--- src/cmap_pkg.sv ---
package cmap_pkg;

	// Size of the color index range and of the anchor list.
	localparam int INDEX_LEVELS = 256;
	localparam int MAX_ANCHORS = 6;

	localparam int IDX_W = $clog2(INDEX_LEVELS);
	localparam int LAST = INDEX_LEVELS - 1;
	localparam int ANC_W = 3;
	localparam int VAL_W = 32;
	localparam int DIFF_W = VAL_W + 1;
	localparam int DEN2_W = VAL_W + 1;
	localparam int NUM_W = VAL_W + 2 + IDX_W;
	localparam int P_W = IDX_W + ANC_W;
	localparam int Y_W = 8 + IDX_W;
	localparam int HALF = LAST / 2;
	localparam longint unsigned RECIP = (64'd1 << Y_W) / LAST;

	typedef enum logic [2:0] {
		REG_RANGE_LOW,
		REG_RANGE_HIGH,
		REG_ANCHOR_COUNT,
		REG_PAIR_A,
		REG_PAIR_B,
		REG_PAIR_C
	} cmap_reg_t;

	typedef struct packed {
		logic signed [VAL_W-1:0] range_low;
		logic signed [VAL_W-1:0] range_high;
		logic [ANC_W-1:0] anchor_count;
		logic [47:0] pair_a;
		logic [47:0] pair_b;
		logic [47:0] pair_c;
	} cmap_cfg_t;

	typedef struct packed {
		logic vld;
		logic ok;
		logic [IDX_W-1:0] idx;
	} cmap_idx_t;

	typedef struct packed {
		logic vld;
		logic [31:0] data;
	} cmap_pix_t;

	function automatic logic [23:0] anchor_rgb(cmap_cfg_t cfg, logic [ANC_W-1:0] k);
		logic [47:0] pr;
		case (k[ANC_W-1:1])
			2'd0: pr = cfg.pair_a;
			2'd1: pr = cfg.pair_b;
			default: pr = cfg.pair_c;
		endcase
		return k[0] ? pr[47:24] : pr[23:0];
	endfunction

endpackage

--- src/cmap_cfg.sv ---
module cmap_cfg import cmap_pkg::*; (
	input logic clk,
	input logic arst_n,
	input logic cfg_valid,
	output logic cfg_ready,
	input logic [2:0] cfg_index,
	input logic [47:0] cfg_data,
	output cmap_cfg_t cfg
);

	cmap_cfg_t cfg_q;

	assign cfg_ready = 1'b1;
	assign cfg = cfg_q;

	always_ff @(posedge clk or negedge arst_n) begin
		if (!arst_n) begin
			cfg_q.range_low <= '0;
			cfg_q.range_high <= VAL_W'(65536);
			cfg_q.anchor_count <= ANC_W'(2);
			cfg_q.pair_a <= 48'hFFFFFF000000;
			cfg_q.pair_b <= '0;
			cfg_q.pair_c <= '0;
		end else if (cfg_valid) begin
			case (cmap_reg_t'(cfg_index))
				REG_RANGE_LOW: cfg_q.range_low <= cfg_data[VAL_W-1:0];
				REG_RANGE_HIGH: cfg_q.range_high <= cfg_data[VAL_W-1:0];
				REG_ANCHOR_COUNT: cfg_q.anchor_count <= cfg_data[ANC_W-1:0];
				REG_PAIR_A: cfg_q.pair_a <= cfg_data;
				REG_PAIR_B: cfg_q.pair_b <= cfg_data;
				REG_PAIR_C: cfg_q.pair_c <= cfg_data;
				default: ;
			endcase
		end
	end

endmodule

--- src/cmap_index.sv ---
module cmap_index import cmap_pkg::*; (
	input logic clk,
	input logic arst_n,
	input logic pipe_en,
	input logic in_valid,
	input logic signed [VAL_W-1:0] sample_value,
	input logic sample_finite,
	input cmap_cfg_t cfg,
	output cmap_idx_t idx_out
);

	logic v_s1, v_s2, v_s3;
	logic ok_s1, ok_s2, ok_s3;
	logic pos_s2, pos_s3;
	logic signed [DIFF_W-1:0] diff_s1, den_s1;
	logic [NUM_W-1:0] n_s2, rem_s3;
	logic [DEN2_W-1:0] d2_s2, d2_s3;
	logic ovf_s3;
	logic [NUM_W-1:0] num_prod;

	// Quotient bit stages, most significant bit first.
	logic bv_s4 [IDX_W];
	logic bok_s4 [IDX_W];
	logic bpos_s4 [IDX_W];
	logic bovf_s4 [IDX_W];
	logic [NUM_W-1:0] brem_s4 [IDX_W];
	logic [IDX_W-1:0] bq_s4 [IDX_W];
	logic [DEN2_W-1:0] bd2_s4 [IDX_W];

	logic src_v [IDX_W];
	logic src_ok [IDX_W];
	logic src_pos [IDX_W];
	logic src_ovf [IDX_W];
	logic [NUM_W-1:0] src_rem [IDX_W];
	logic [IDX_W-1:0] src_q [IDX_W];
	logic [DEN2_W-1:0] src_d2 [IDX_W];

	logic [IDX_W-1:0] q_fin;

	always_ff @(posedge clk or negedge arst_n) begin
		if (!arst_n) begin
			v_s1 <= 1'b0;
			v_s2 <= 1'b0;
			v_s3 <= 1'b0;
		end else if (pipe_en) begin
			v_s1 <= in_valid;
			v_s2 <= v_s1;
			v_s3 <= v_s2;
		end
	end

	assign num_prod = NUM_W'(diff_s1[VAL_W-1:0]) * NUM_W'(LAST);

	// The rounded index is floor((2*(v-low)*L + den) / (2*den)).
	always_ff @(posedge clk) begin
		if (pipe_en) begin
			diff_s1 <= DIFF_W'(sample_value) - DIFF_W'(cfg.range_low);
			den_s1 <= DIFF_W'(cfg.range_high) - DIFF_W'(cfg.range_low);
			ok_s1 <= sample_finite && (cfg.range_high > cfg.range_low);

			ok_s2 <= ok_s1;
			pos_s2 <= ok_s1 && (diff_s1 > 0);
			n_s2 <= (num_prod << 1) + NUM_W'(den_s1[VAL_W-1:0]);
			d2_s2 <= {den_s1[VAL_W-1:0], 1'b0};

			ok_s3 <= ok_s2;
			pos_s3 <= pos_s2;
			rem_s3 <= n_s2;
			d2_s3 <= d2_s2;
			ovf_s3 <= n_s2 >= (NUM_W'(d2_s2) << IDX_W);
		end
	end

	for (genvar k = 0; k < IDX_W; k++) begin : g_bit
		localparam int B = IDX_W - 1 - k;
		logic [NUM_W-1:0] trial;

		if (k == 0) begin : g_first
			assign src_v[k] = v_s3;
			assign src_ok[k] = ok_s3;
			assign src_pos[k] = pos_s3;
			assign src_ovf[k] = ovf_s3;
			assign src_rem[k] = rem_s3;
			assign src_q[k] = '0;
			assign src_d2[k] = d2_s3;
		end else begin : g_next
			assign src_v[k] = bv_s4[k-1];
			assign src_ok[k] = bok_s4[k-1];
			assign src_pos[k] = bpos_s4[k-1];
			assign src_ovf[k] = bovf_s4[k-1];
			assign src_rem[k] = brem_s4[k-1];
			assign src_q[k] = bq_s4[k-1];
			assign src_d2[k] = bd2_s4[k-1];
		end

		assign trial = NUM_W'(src_d2[k]) << B;

		always_ff @(posedge clk or negedge arst_n) begin
			if (!arst_n) begin
				bv_s4[k] <= 1'b0;
			end else if (pipe_en) begin
				bv_s4[k] <= src_v[k];
			end
		end

		always_ff @(posedge clk) begin
			if (pipe_en) begin
				bok_s4[k] <= src_ok[k];
				bpos_s4[k] <= src_pos[k];
				bovf_s4[k] <= src_ovf[k];
				bd2_s4[k] <= src_d2[k];
				if (src_rem[k] >= trial) begin
					brem_s4[k] <= src_rem[k] - trial;
					bq_s4[k] <= src_q[k] | (IDX_W'(1) << B);
				end else begin
					brem_s4[k] <= src_rem[k];
					bq_s4[k] <= src_q[k];
				end
			end
		end
	end

	assign q_fin = bq_s4[IDX_W-1];

	always_comb begin
		idx_out.vld = bv_s4[IDX_W-1];
		idx_out.ok = bok_s4[IDX_W-1];
		if (!bpos_s4[IDX_W-1]) begin
			idx_out.idx = '0;
		end else if (bovf_s4[IDX_W-1] || (q_fin > IDX_W'(LAST))) begin
			idx_out.idx = IDX_W'(LAST);
		end else begin
			idx_out.idx = q_fin;
		end
	end

endmodule

--- src/cmap_blend.sv ---
module cmap_blend import cmap_pkg::*; (
	input logic clk,
	input logic arst_n,
	input logic pipe_en,
	input cmap_idx_t idx_in,
	input cmap_cfg_t cfg,
	output cmap_pix_t pix_out
);

	logic v_s1, v_s2, v_s3, v_s4, v_s5, v_s6;
	logic ok_s1, ok_s2, ok_s3, ok_s4, ok_s5, ok_s6;
	logic [P_W-1:0] p_s1;
	logic [ANC_W-1:0] nm1_s1;
	logic [ANC_W-1:0] left_s2, right_s2;
	logic [IDX_W-1:0] r_s2;
	logic [Y_W-1:0] y_s3 [3];
	logic [Y_W-1:0] y_s4 [3];
	logic [2*Y_W-1:0] prod_s4 [3];
	logic [7:0] qe_s5 [3];
	logic [Y_W-1:0] rem_s5 [3];
	logic [7:0] ch_s6 [3];

	logic [ANC_W-1:0] n_eff, nm1, left_c;
	logic [IDX_W-1:0] r_c;
	logic [23:0] lc, rc;
	logic [Y_W-1:0] y_c [3];
	logic [IDX_W-1:0] wlo;

	always_ff @(posedge clk or negedge arst_n) begin
		if (!arst_n) begin
			v_s1 <= 1'b0;
			v_s2 <= 1'b0;
			v_s3 <= 1'b0;
			v_s4 <= 1'b0;
			v_s5 <= 1'b0;
			v_s6 <= 1'b0;
		end else if (pipe_en) begin
			v_s1 <= idx_in.vld;
			v_s2 <= v_s1;
			v_s3 <= v_s2;
			v_s4 <= v_s3;
			v_s5 <= v_s4;
			v_s6 <= v_s5;
		end
	end

	always_comb begin
		if (cfg.anchor_count == '0) begin
			n_eff = ANC_W'(1);
		end else if (cfg.anchor_count > ANC_W'(MAX_ANCHORS)) begin
			n_eff = ANC_W'(MAX_ANCHORS);
		end else begin
			n_eff = cfg.anchor_count;
		end
		nm1 = n_eff - ANC_W'(1);
	end

	// Segment number and offset within it, against constant multiples of L.
	always_comb begin
		left_c = '0;
		r_c = IDX_W'(p_s1);
		for (int k = 1; k < MAX_ANCHORS; k++) begin
			if (p_s1 >= P_W'(k * LAST)) begin
				left_c = ANC_W'(k);
				r_c = IDX_W'(p_s1 - P_W'(k * LAST));
			end
		end
	end

	assign lc = anchor_rgb(cfg, left_s2);
	assign rc = anchor_rgb(cfg, right_s2);
	assign wlo = IDX_W'(LAST) - r_s2;

	always_comb begin
		for (int c = 0; c < 3; c++) begin
			y_c[c] = Y_W'(lc[16-8*c +: 8]) * Y_W'(wlo) + Y_W'(rc[16-8*c +: 8]) * Y_W'(r_s2)
				+ Y_W'(HALF);
		end
	end

	always_ff @(posedge clk) begin
		if (pipe_en) begin
			ok_s1 <= idx_in.ok;
			nm1_s1 <= nm1;
			p_s1 <= P_W'(idx_in.idx) * P_W'(nm1);

			ok_s2 <= ok_s1;
			left_s2 <= left_c;
			right_s2 <= (left_c == nm1_s1) ? left_c : left_c + ANC_W'(1);
			r_s2 <= r_c;

			ok_s3 <= ok_s2;
			ok_s4 <= ok_s3;
			ok_s5 <= ok_s4;
			ok_s6 <= ok_s5;
			for (int c = 0; c < 3; c++) begin
				y_s3[c] <= y_c[c];
				y_s4[c] <= y_s3[c];
				prod_s4[c] <= (2*Y_W)'(y_s3[c]) * (2*Y_W)'(RECIP);
				// The reciprocal estimate is low by at most one.
				qe_s5[c] <= prod_s4[c][Y_W +: 8];
				rem_s5[c] <= y_s4[c] - Y_W'(prod_s4[c][Y_W +: 8]) * Y_W'(LAST);
				ch_s6[c] <= (rem_s5[c] >= Y_W'(LAST)) ? qe_s5[c] + 8'd1 : qe_s5[c];
			end
		end
	end

	assign pix_out.vld = v_s6;
	assign pix_out.data = ok_s6 ? {8'hFF, ch_s6[2], ch_s6[1], ch_s6[0]} : 32'd0;

endmodule

--- src/cmap_outq.sv ---
module cmap_outq import cmap_pkg::*; (
	input logic clk,
	input logic arst_n,
	input cmap_pix_t pix_in,
	output logic pipe_en,
	output logic m_axis_tvalid,
	input logic m_axis_tready,
	output logic [31:0] m_axis_tdata
);

	logic out_v_q, skid_v_q;
	logic [31:0] out_d_q, skid_d_q;

	// The pipeline moves whenever the spare slot is free, so an item that
	// leaves the last stage always has somewhere to go.
	assign pipe_en = !skid_v_q;
	assign m_axis_tvalid = out_v_q;
	assign m_axis_tdata = out_d_q;

	always_ff @(posedge clk or negedge arst_n) begin
		if (!arst_n) begin
			out_v_q <= 1'b0;
			skid_v_q <= 1'b0;
		end else if (skid_v_q) begin
			if (m_axis_tready) begin
				skid_v_q <= 1'b0;
			end
		end else if (!out_v_q || m_axis_tready) begin
			out_v_q <= pix_in.vld;
		end else if (pix_in.vld) begin
			skid_v_q <= 1'b1;
		end
	end

	always_ff @(posedge clk) begin
		if (skid_v_q) begin
			if (m_axis_tready) begin
				out_d_q <= skid_d_q;
			end
		end else if (!out_v_q || m_axis_tready) begin
			out_d_q <= pix_in.data;
		end else begin
			skid_d_q <= pix_in.data;
		end
	end

endmodule

--- src/scalar_to_color_map.sv ---
// Maps a stream of signed Q16.16 samples to RGBA pixels through a linear
// colormap of INDEX_LEVELS entries built from up to six anchor colors. One
// item is accepted per clock while s_axis_tready is high. Each result passes
// through the scaling divider, which resolves one index bit per stage,
// then six blending stages and the output register. A spare slot behind
// the output register lets the input keep flowing for one more item while
// a result waits. Non-finite samples, and all samples while range_high is
// not above range_low, give transparent black. The user must write the
// configuration registers only while no item is in flight; the block
// itself does not enforce this.
module scalar_to_color_map import cmap_pkg::*; (
	input logic clk,
	input logic arst_n,
	input logic s_axis_tvalid,
	output logic s_axis_tready,
	input logic [31:0] s_axis_tdata, // [31:0] sample_value
	input logic s_axis_tuser, // [0] sample_finite
	output logic m_axis_tvalid,
	input logic m_axis_tready,
	output logic [31:0] m_axis_tdata, // [7:0] red, [15:8] green, [23:16] blue, [31:24] alpha
	input logic cfg_valid,
	output logic cfg_ready,
	input logic [2:0] cfg_index,
	input logic [47:0] cfg_data
);

	cmap_cfg_t cfg;
	cmap_idx_t idx_bus;
	cmap_pix_t pix_bus;
	logic pipe_en;

	assign s_axis_tready = pipe_en;

	cmap_cfg u_cfg (
		.clk(clk),
		.arst_n(arst_n),
		.cfg_valid(cfg_valid),
		.cfg_ready(cfg_ready),
		.cfg_index(cfg_index),
		.cfg_data(cfg_data),
		.cfg(cfg)
	);

	cmap_index u_index (
		.clk(clk),
		.arst_n(arst_n),
		.pipe_en(pipe_en),
		.in_valid(s_axis_tvalid),
		.sample_value(s_axis_tdata),
		.sample_finite(s_axis_tuser),
		.cfg(cfg),
		.idx_out(idx_bus)
	);

	cmap_blend u_blend (
		.clk(clk),
		.arst_n(arst_n),
		.pipe_en(pipe_en),
		.idx_in(idx_bus),
		.cfg(cfg),
		.pix_out(pix_bus)
	);

	cmap_outq u_outq (
		.clk(clk),
		.arst_n(arst_n),
		.pix_in(pix_bus),
		.pipe_en(pipe_en),
		.m_axis_tvalid(m_axis_tvalid),
		.m_axis_tready(m_axis_tready),
		.m_axis_tdata(m_axis_tdata)
	);

endmodule

--- config.mk ---
export PLATFORM = sky130hd
export DESIGN_NAME = scalar_to_color_map
export DESIGN_NICKNAME = d
export VERILOG_FILES = /design/src/cmap_pkg.sv /design/src/cmap_cfg.sv /design/src/cmap_index.sv /design/src/cmap_blend.sv /design/src/cmap_outq.sv /design/src/scalar_to_color_map.sv
export SDC_FILE = /design/constraint.sdc
export NUM_CORES = 2
export LEC_CHECK = 0
export ABC_AREA = 1
export BUFFER_PORTS_ARGS = -buffer_cell sky130_fd_sc_hd__buf_2
export CORE_UTILIZATION = 55
export DETAILED_ROUTE_END_ITERATION = 8
export PLACE_DENSITY = 0.67
export SLEW_MARGIN = 30
export SYNTH_ARGS = -nofsm -noshare
export SYNTH_HDL_FRONTEND = slang
export SYNTH_HIERARCHICAL = 1
export SYNTH_SLANG_ARGS = --single-unit
--- constraint.sdc ---
create_clock -name clk -period 7.6 [get_ports clk]
set_clock_uncertainty 0.1 [all_clocks]
set_input_delay 0.76 -clock clk [delete_from_list [all_inputs] [get_ports clk]]
set_output_delay 0.76 -clock clk [all_outputs]
set_load 0.02 [all_outputs]
Word-level counts from Yosys, hierarchy flattened --
Memory sizes are Yosys's and may differ from the RTL's. A register that Yosys moved wholly into a read port is not among the register bits. Cells that the tools add are included. Widths: inputs -> output; s select.
Cells by class: add/sub/neg operators 31, multiply operators 14, order comparisons 21, equal/unequal tests 9, mux-type cells 95, bitwise operators 18, reduce and logical (&&, ||, !) cells 21
Operator list (number):
- $mux 42 | 8
- $pmux 48 s2 | 2
- $mux 8 | 18
- $mux 32 | 4
- $mul 8x8->16 | 6
- $mul 16x9->25 const B | 3
- $mux 1 | 54
- $add 16x16->16 | 3
- $add 16x7->16 const B | 3
- $ge 16x8->1 const B | 3
- $mul 8x8->16 const B | 3
- $mux 24 | 2
- $sub 16x16->16 | 3
- $add 41x32->42 | 1
- $ge 42x33->1 | 1
- $ge 42x34->1 | 1
- $ge 42x35->1 | 1
- $ge 42x36->1 | 1
- $ge 42x37->1 | 1
- $ge 42x38->1 | 1
- $ge 42x39->1 | 1
- $ge 42x40->1 | 1
- $ge 42x41->1 | 1
- $sub 42x33->42 | 1
- 41 further kinds | 86
Storage, ports and cells: flip-flop bits (word level) 546, memory bits (writable) 955, input port bits 89, output and inout bits 35, word-level logic and storage cells 270, memories kept 12
Memory list:
- u_index.brem_s4 | words 8, width 42, read ports 7, clocked after memory_dff 0, wr ports 8, RTL line cmap_index.sv:26 | logic [NUM_W-1:0] brem_s4 [IDX_W];
- u_index.bd2_s4 | words 8, width 33, read ports 7, clocked after memory_dff 0, wr ports 8, RTL line cmap_index.sv:28 | logic [DEN2_W-1:0] bd2_s4 [IDX_W];
- u_blend.prod_s4 | words 3, width 25, read ports 3, clocked after memory_dff 0, wr ports 3, RTL line cmap_blend.sv:18 | logic [2*Y_W-1:0] prod_s4 [3];
- u_index.bq_s4 | words 8, width 8, read ports 8, clocked after memory_dff 0, wr ports 8, RTL line cmap_index.sv:27 | logic [IDX_W-1:0] bq_s4 [IDX_W];
- u_blend.rem_s5 | words 3, width 16, read ports 3, clocked after memory_dff 0, wr ports 3, RTL line cmap_blend.sv:20 | logic [Y_W-1:0] rem_s5 [3];
- u_blend.y_s3 | words 3, width 16, read ports 3, clocked after memory_dff 0, wr ports 3, RTL line cmap_blend.sv:16 | logic [Y_W-1:0] y_s3 [3];
- 6 more memories

Longest topological paths before layout --
word-level depth 8, gate-level depth with buffers 33, depth with buffers taken out 33

Modules after synthesis --
The synthesis kept the hierarchy.
By module, submodules not included:
- cmap_index | instances 1, cells an instance 6828, area an instance 58334.7 um2, sequential area each 24148.2 um2
- cmap_blend | instances 1, cells an instance 3754, area an instance 33500.9 um2, sequential area each 7657.3 um2
- cmap_cfg | instances 1, cells an instance 922, area an instance 8179.1 um2, sequential area each 5312.6 um2
- cmap_outq | instances 1, cells an instance 181, area an instance 2463.6 um2, sequential area each 1971.9 um2

Worst setup path before layout --
No wires, ideal clock.
kind register to register, from register u_blend.right_s2[2], to memory u_blend/y_s3[0][29] (netlist bit), data pin, setup time 259 ps, data arrival time 5724 ps, required time 7241 ps, slack 1517 ps, stages on the path, launching flop included 24, path buffers 2, period minus slack after synthesis 6083 ps, cell sequence edfxtp_1 inv_1 buf_2 clkbuf_1 o2111ai_1 nand2_1 nand2_1 fa_1 inv_1 fa_1 fa_1 fa_1 fa_1 inv_1 fa_1 inv_1 ha_1 a21oi_1 a21boi_0 inv_1 a21o_1 nand2_1 nand2_1 xor2_1
RTL lines:
- from (decl) | RTL line cmap_blend.sv:14 | logic [ANC_W-1:0] left_s2, right_s2;
- from (signal assigned) | RTL line cmap_blend.sv:89 | right_s2 <= (left_c == nm1_s1) ? left_c : left_c + ANC_W'(1);
- to (decl) | RTL line cmap_blend.sv:16

==> results.cfg <==
[timing]
tightest_slew_ps = 1030
finalHoldViolations = 0
max_freq_mhz = 142
whs_ps = 69.2
period_needed_ps = 7050
finalSetupViolCount = 0
tns_ps = 0
report.final.slew_viol_count = 0
rsz0062_at_grt = false
max_slew_margin_pct = 30.6
min_period_over_period_pct = 92.7
worst_slack_ps = 555

[yosys]
avgSynthCellArea_um2 = 8.77
synthDistinctLibCells = 75
synth_edf_count = 1109
synth_async_sr_flop_share_pct = 17.2
synth-seq-area-share_pct = 38.1
syn_area_um2 = 102000
ys_seq_elements = 1339
synth_warnings = 6
synth_cells = 11685
synthFlopType = edfxtp_1
synth_nets = 13217

[cts]
post_cts_buffers = 0
htreeDepth = 4
clk_pin_slew_ps = 60
cts_tree = built
ctsResizeCount = 0
cts_buffer_depth = 3
clk_latency_ps = 820
numCtsBuffers = 149
cts_root_buf = clkbuf_16
clock-sinks = 1339

[finish]
syn_to_final_growth_pct = 8.17
fin_nets = 13349
layout-drive-gt1-share_pct = 5.28

[floorplan]
num_rows = 158
dieArea_um2 = 188000
core_um2 = 185000
die_w_um = 434
initial_core_util_pct = 55.3
ios = 124
dieHeight_um = 434

[hold_path]
min_path_type = primary input to register
hold_end = u_cfg/cfg[132]$_DFFE_PN1P_
worstHoldStart = cfg_data[36]
whs_path_depth = 3

[drt]
drt_iter0_markers = 6277
num_vias = 79616
antenna_left = 0
wl_met3_um = 18800
met1_length_um = 124000
drt_pass1_iterations = 6
drt-vias-per-instance = 5.52
drc = 0
topRoutingLayerUsed = met5
routed_wl_um = 301000
dr_wl_met2_um = 141000
wire_per_inst_um = 20.9

[grt]
antenna_found_initial = 4
grt_usage_pct = 32.0
grt_max_degree = 171
grt_pass1_wl_um = 458000
grt_pass1_vias = 79801
overflow = 0

[critical_path]
worstSetupPathType = register to register
reg2reg_slack_ps = 550
endpoint_kind = register
critPathMaxFanout = 28
r2r-end = u_blend/y_s3[0][45]$_DFFE_PP_
crit_required_ps = 8040
arrival_ps = 7490
r2r-start = u_blend/right_s2[2]$_DFFE_PP_
r2r_cells = 23
startpoint_type = register

[place]
hpwl_um = 242000
gp_congestion = 1.01
dp_slack_ps = 663
portBuffers = 122

[flow_run]
maxCapViolations = 0

[status]
outcome = finished clean
-- cells in the mapped netlist, drive strengths merged, types with 94 or more instances --
cell,n,area (um^2)
xnor2,206,1800
o21ai,519,2690
fa,602,12100
nor2,922,3550
edfxtp,1109,33300
a21oi,556,2840
nand2,2866,10900
buf,107,698
nand3,414,2090
xor2,253,2240
ha,841,10500
nand4,105,657
clkbuf,104,393
inv,2196,8250
nor3,94,470
o2111ai,103,902
dfrtp,204,5100
-- per-stage QoR --
step,std cells,utilization [%],cell area [um^2]
after CTS,14422,59.8,111000
after global routing,14423,59.8,111000
after global placement,14143,57.1,106000
final,14424,59.8,111000
after floorplan,11685,-,102000
after detailed placement,14145,57.1,106000
-- layer usage --
metal	up-vias	global-route usage [%]
li1	37989	-
met2	2836	52.7
met4	2	16.6
met5	-	0
met1	38117	41.0
met3	672	4.80
-- cells by family (layout without fill, tap and decap cells) --
logic type      count (synthesis)  in the layout  share of synthesized area, %
mux                             3              3                        0.0330
compound gates               1499           1499                          8.63
flops                        1339           1339                          38.1
fa+ha+maj                    1443           1443                          22.0
xor+xnor                      459            459                          3.95
simple gates                 4531           4531                          18.1
buf+inv                      2410           2667                          9.13
other cells                     1              3                       0.00366
-- worst max-delay path: stages, from the launching register on --
cell and delay, ps:
edfxtp_1 480, nor2_4 530, buf_12 260, nand2_1 80, o2111ai_1 130, nand2_1 240
inv_1 220, nor2_1 90, fa_1 450, fa_1 570, fa_1 440, fa_1 540
fa_1 560, inv_1 60, fa_1 540, inv_1 50, ha_1 350, a21oi_1 160
a21boi_0 360, inv_1 110, a21o_1 190, nand2_1 60, nand2_1 60, xor2_1 140
-- area by class of cell --
type | instances | area (um^2)
clock inverter | 89 | 1030
timing repair buffer | 192 | 1250
fill | 16318 | 74400
inverter | 2199 | 8280
tap | 2480 | 3100
clock buffer | 187 | 3980
multi-input combinational | 7936 | 54100
antenna | 2 | 5.00
sequential | 1339 | 39100
-- registers in the layout, indices dropped and copies added, names as in the netlist, 32 cells and up --
signal               count
u_cfg/cfg              211
u_index/n_s2            42
u_index/bq_s4           36
u_blend/y_s3            48
u_outq/skid_d_q         32
u_index/den_s1          32
u_blend/rem_s5          48
u_index/rem_s3          42
u_blend/y_s4            48
u_index/diff_s1         33
u_outq/m_axis_tdata     32
u_index/bd2_s4         224
u_index/brem_s4        294
-- timing repair --
item | in CTS | in global routing
endpoints found under the setup margin | 0 | 0
hold endpoints to repair | 66 | 0
hold buffers | 1 | 0
-- cell usage in the layout, fill, tap and decap left out, types with 16 or more instances in the layout --
master / netlist / final
a31oi_1: 72 / 72
nor3_1: 94 / 94
nand3_1: 410 / 410
xnor2_1: 206 / 206
nand4_1: 105 / 105
dfrtp_1: 204 / 204
inv_1: 2179 / 2179
clkinv_1: 3 / 18
buf_4: 27 / 58
clkbuf_1: 102 / 29
nand2_2: 37 / 39
o2111ai_1: 103 / 103
and3_1: 16 / 16
o21bai_1: 58 / 58
o21ai_0: 437 / 434
o21ai_1: 57 / 59
nor4_1: 45 / 44
edfxtp_1: 1109 / 1109
nor2_1: 907 / 900
ha_1: 841 / 841
nand3b_1: 25 / 25
fa_1: 602 / 602
dfstp_2: 26 / 26
clkbuf_16: 0 / 151
or2_2: 28 / 28
xor2_1: 251 / 251
inv_2: 16 / 16
o21ai_2: 25 / 26
buf_2: 56 / 121
clkinv_2: 0 / 20
a21o_1: 69 / 69
a21oi_1: 542 / 542
o211ai_1: 20 / 20
a21boi_0: 30 / 29
nand2_1: 2821 / 2819
-- worst max path at each step --
| stage | depth (start not counted) | from | to | slack, ps |
|---|---|---|---|---|
| finish | 23 | u_blend/right_s2[2]$_DFFE_PP_ | u_blend/y_s3[0][45]$_DFFE_PP_ | 550 |
| global route | 23 | u_blend/right_s2[2]$_DFFE_PP_ | u_blend/y_s3[0][45]$_DFFE_PP_ | 290 |
| CTS | 23 | u_blend/right_s2[2]$_DFFE_PP_ | u_blend/y_s3[0][45]$_DFFE_PP_ | 640 |
| detailed placement | 23 | u_blend/right_s2[2]$_DFFE_PP_ | u_blend/y_s3[0][45]$_DFFE_PP_ | 660 |
| global placement | 23 | u_blend/right_s2[2]$_DFFE_PP_ | u_blend/y_s3[0][29]$_DFFE_PP_ | 810 |
| floorplan | 23 | u_blend/right_s2[2]$_DFFE_PP_ | u_blend/y_s3[0][29]$_DFFE_PP_ | 1520 |
Power is left out: the tool's default activity adds up to more than one toggle a clock period on the data nets, which glitch-free logic cannot reach.
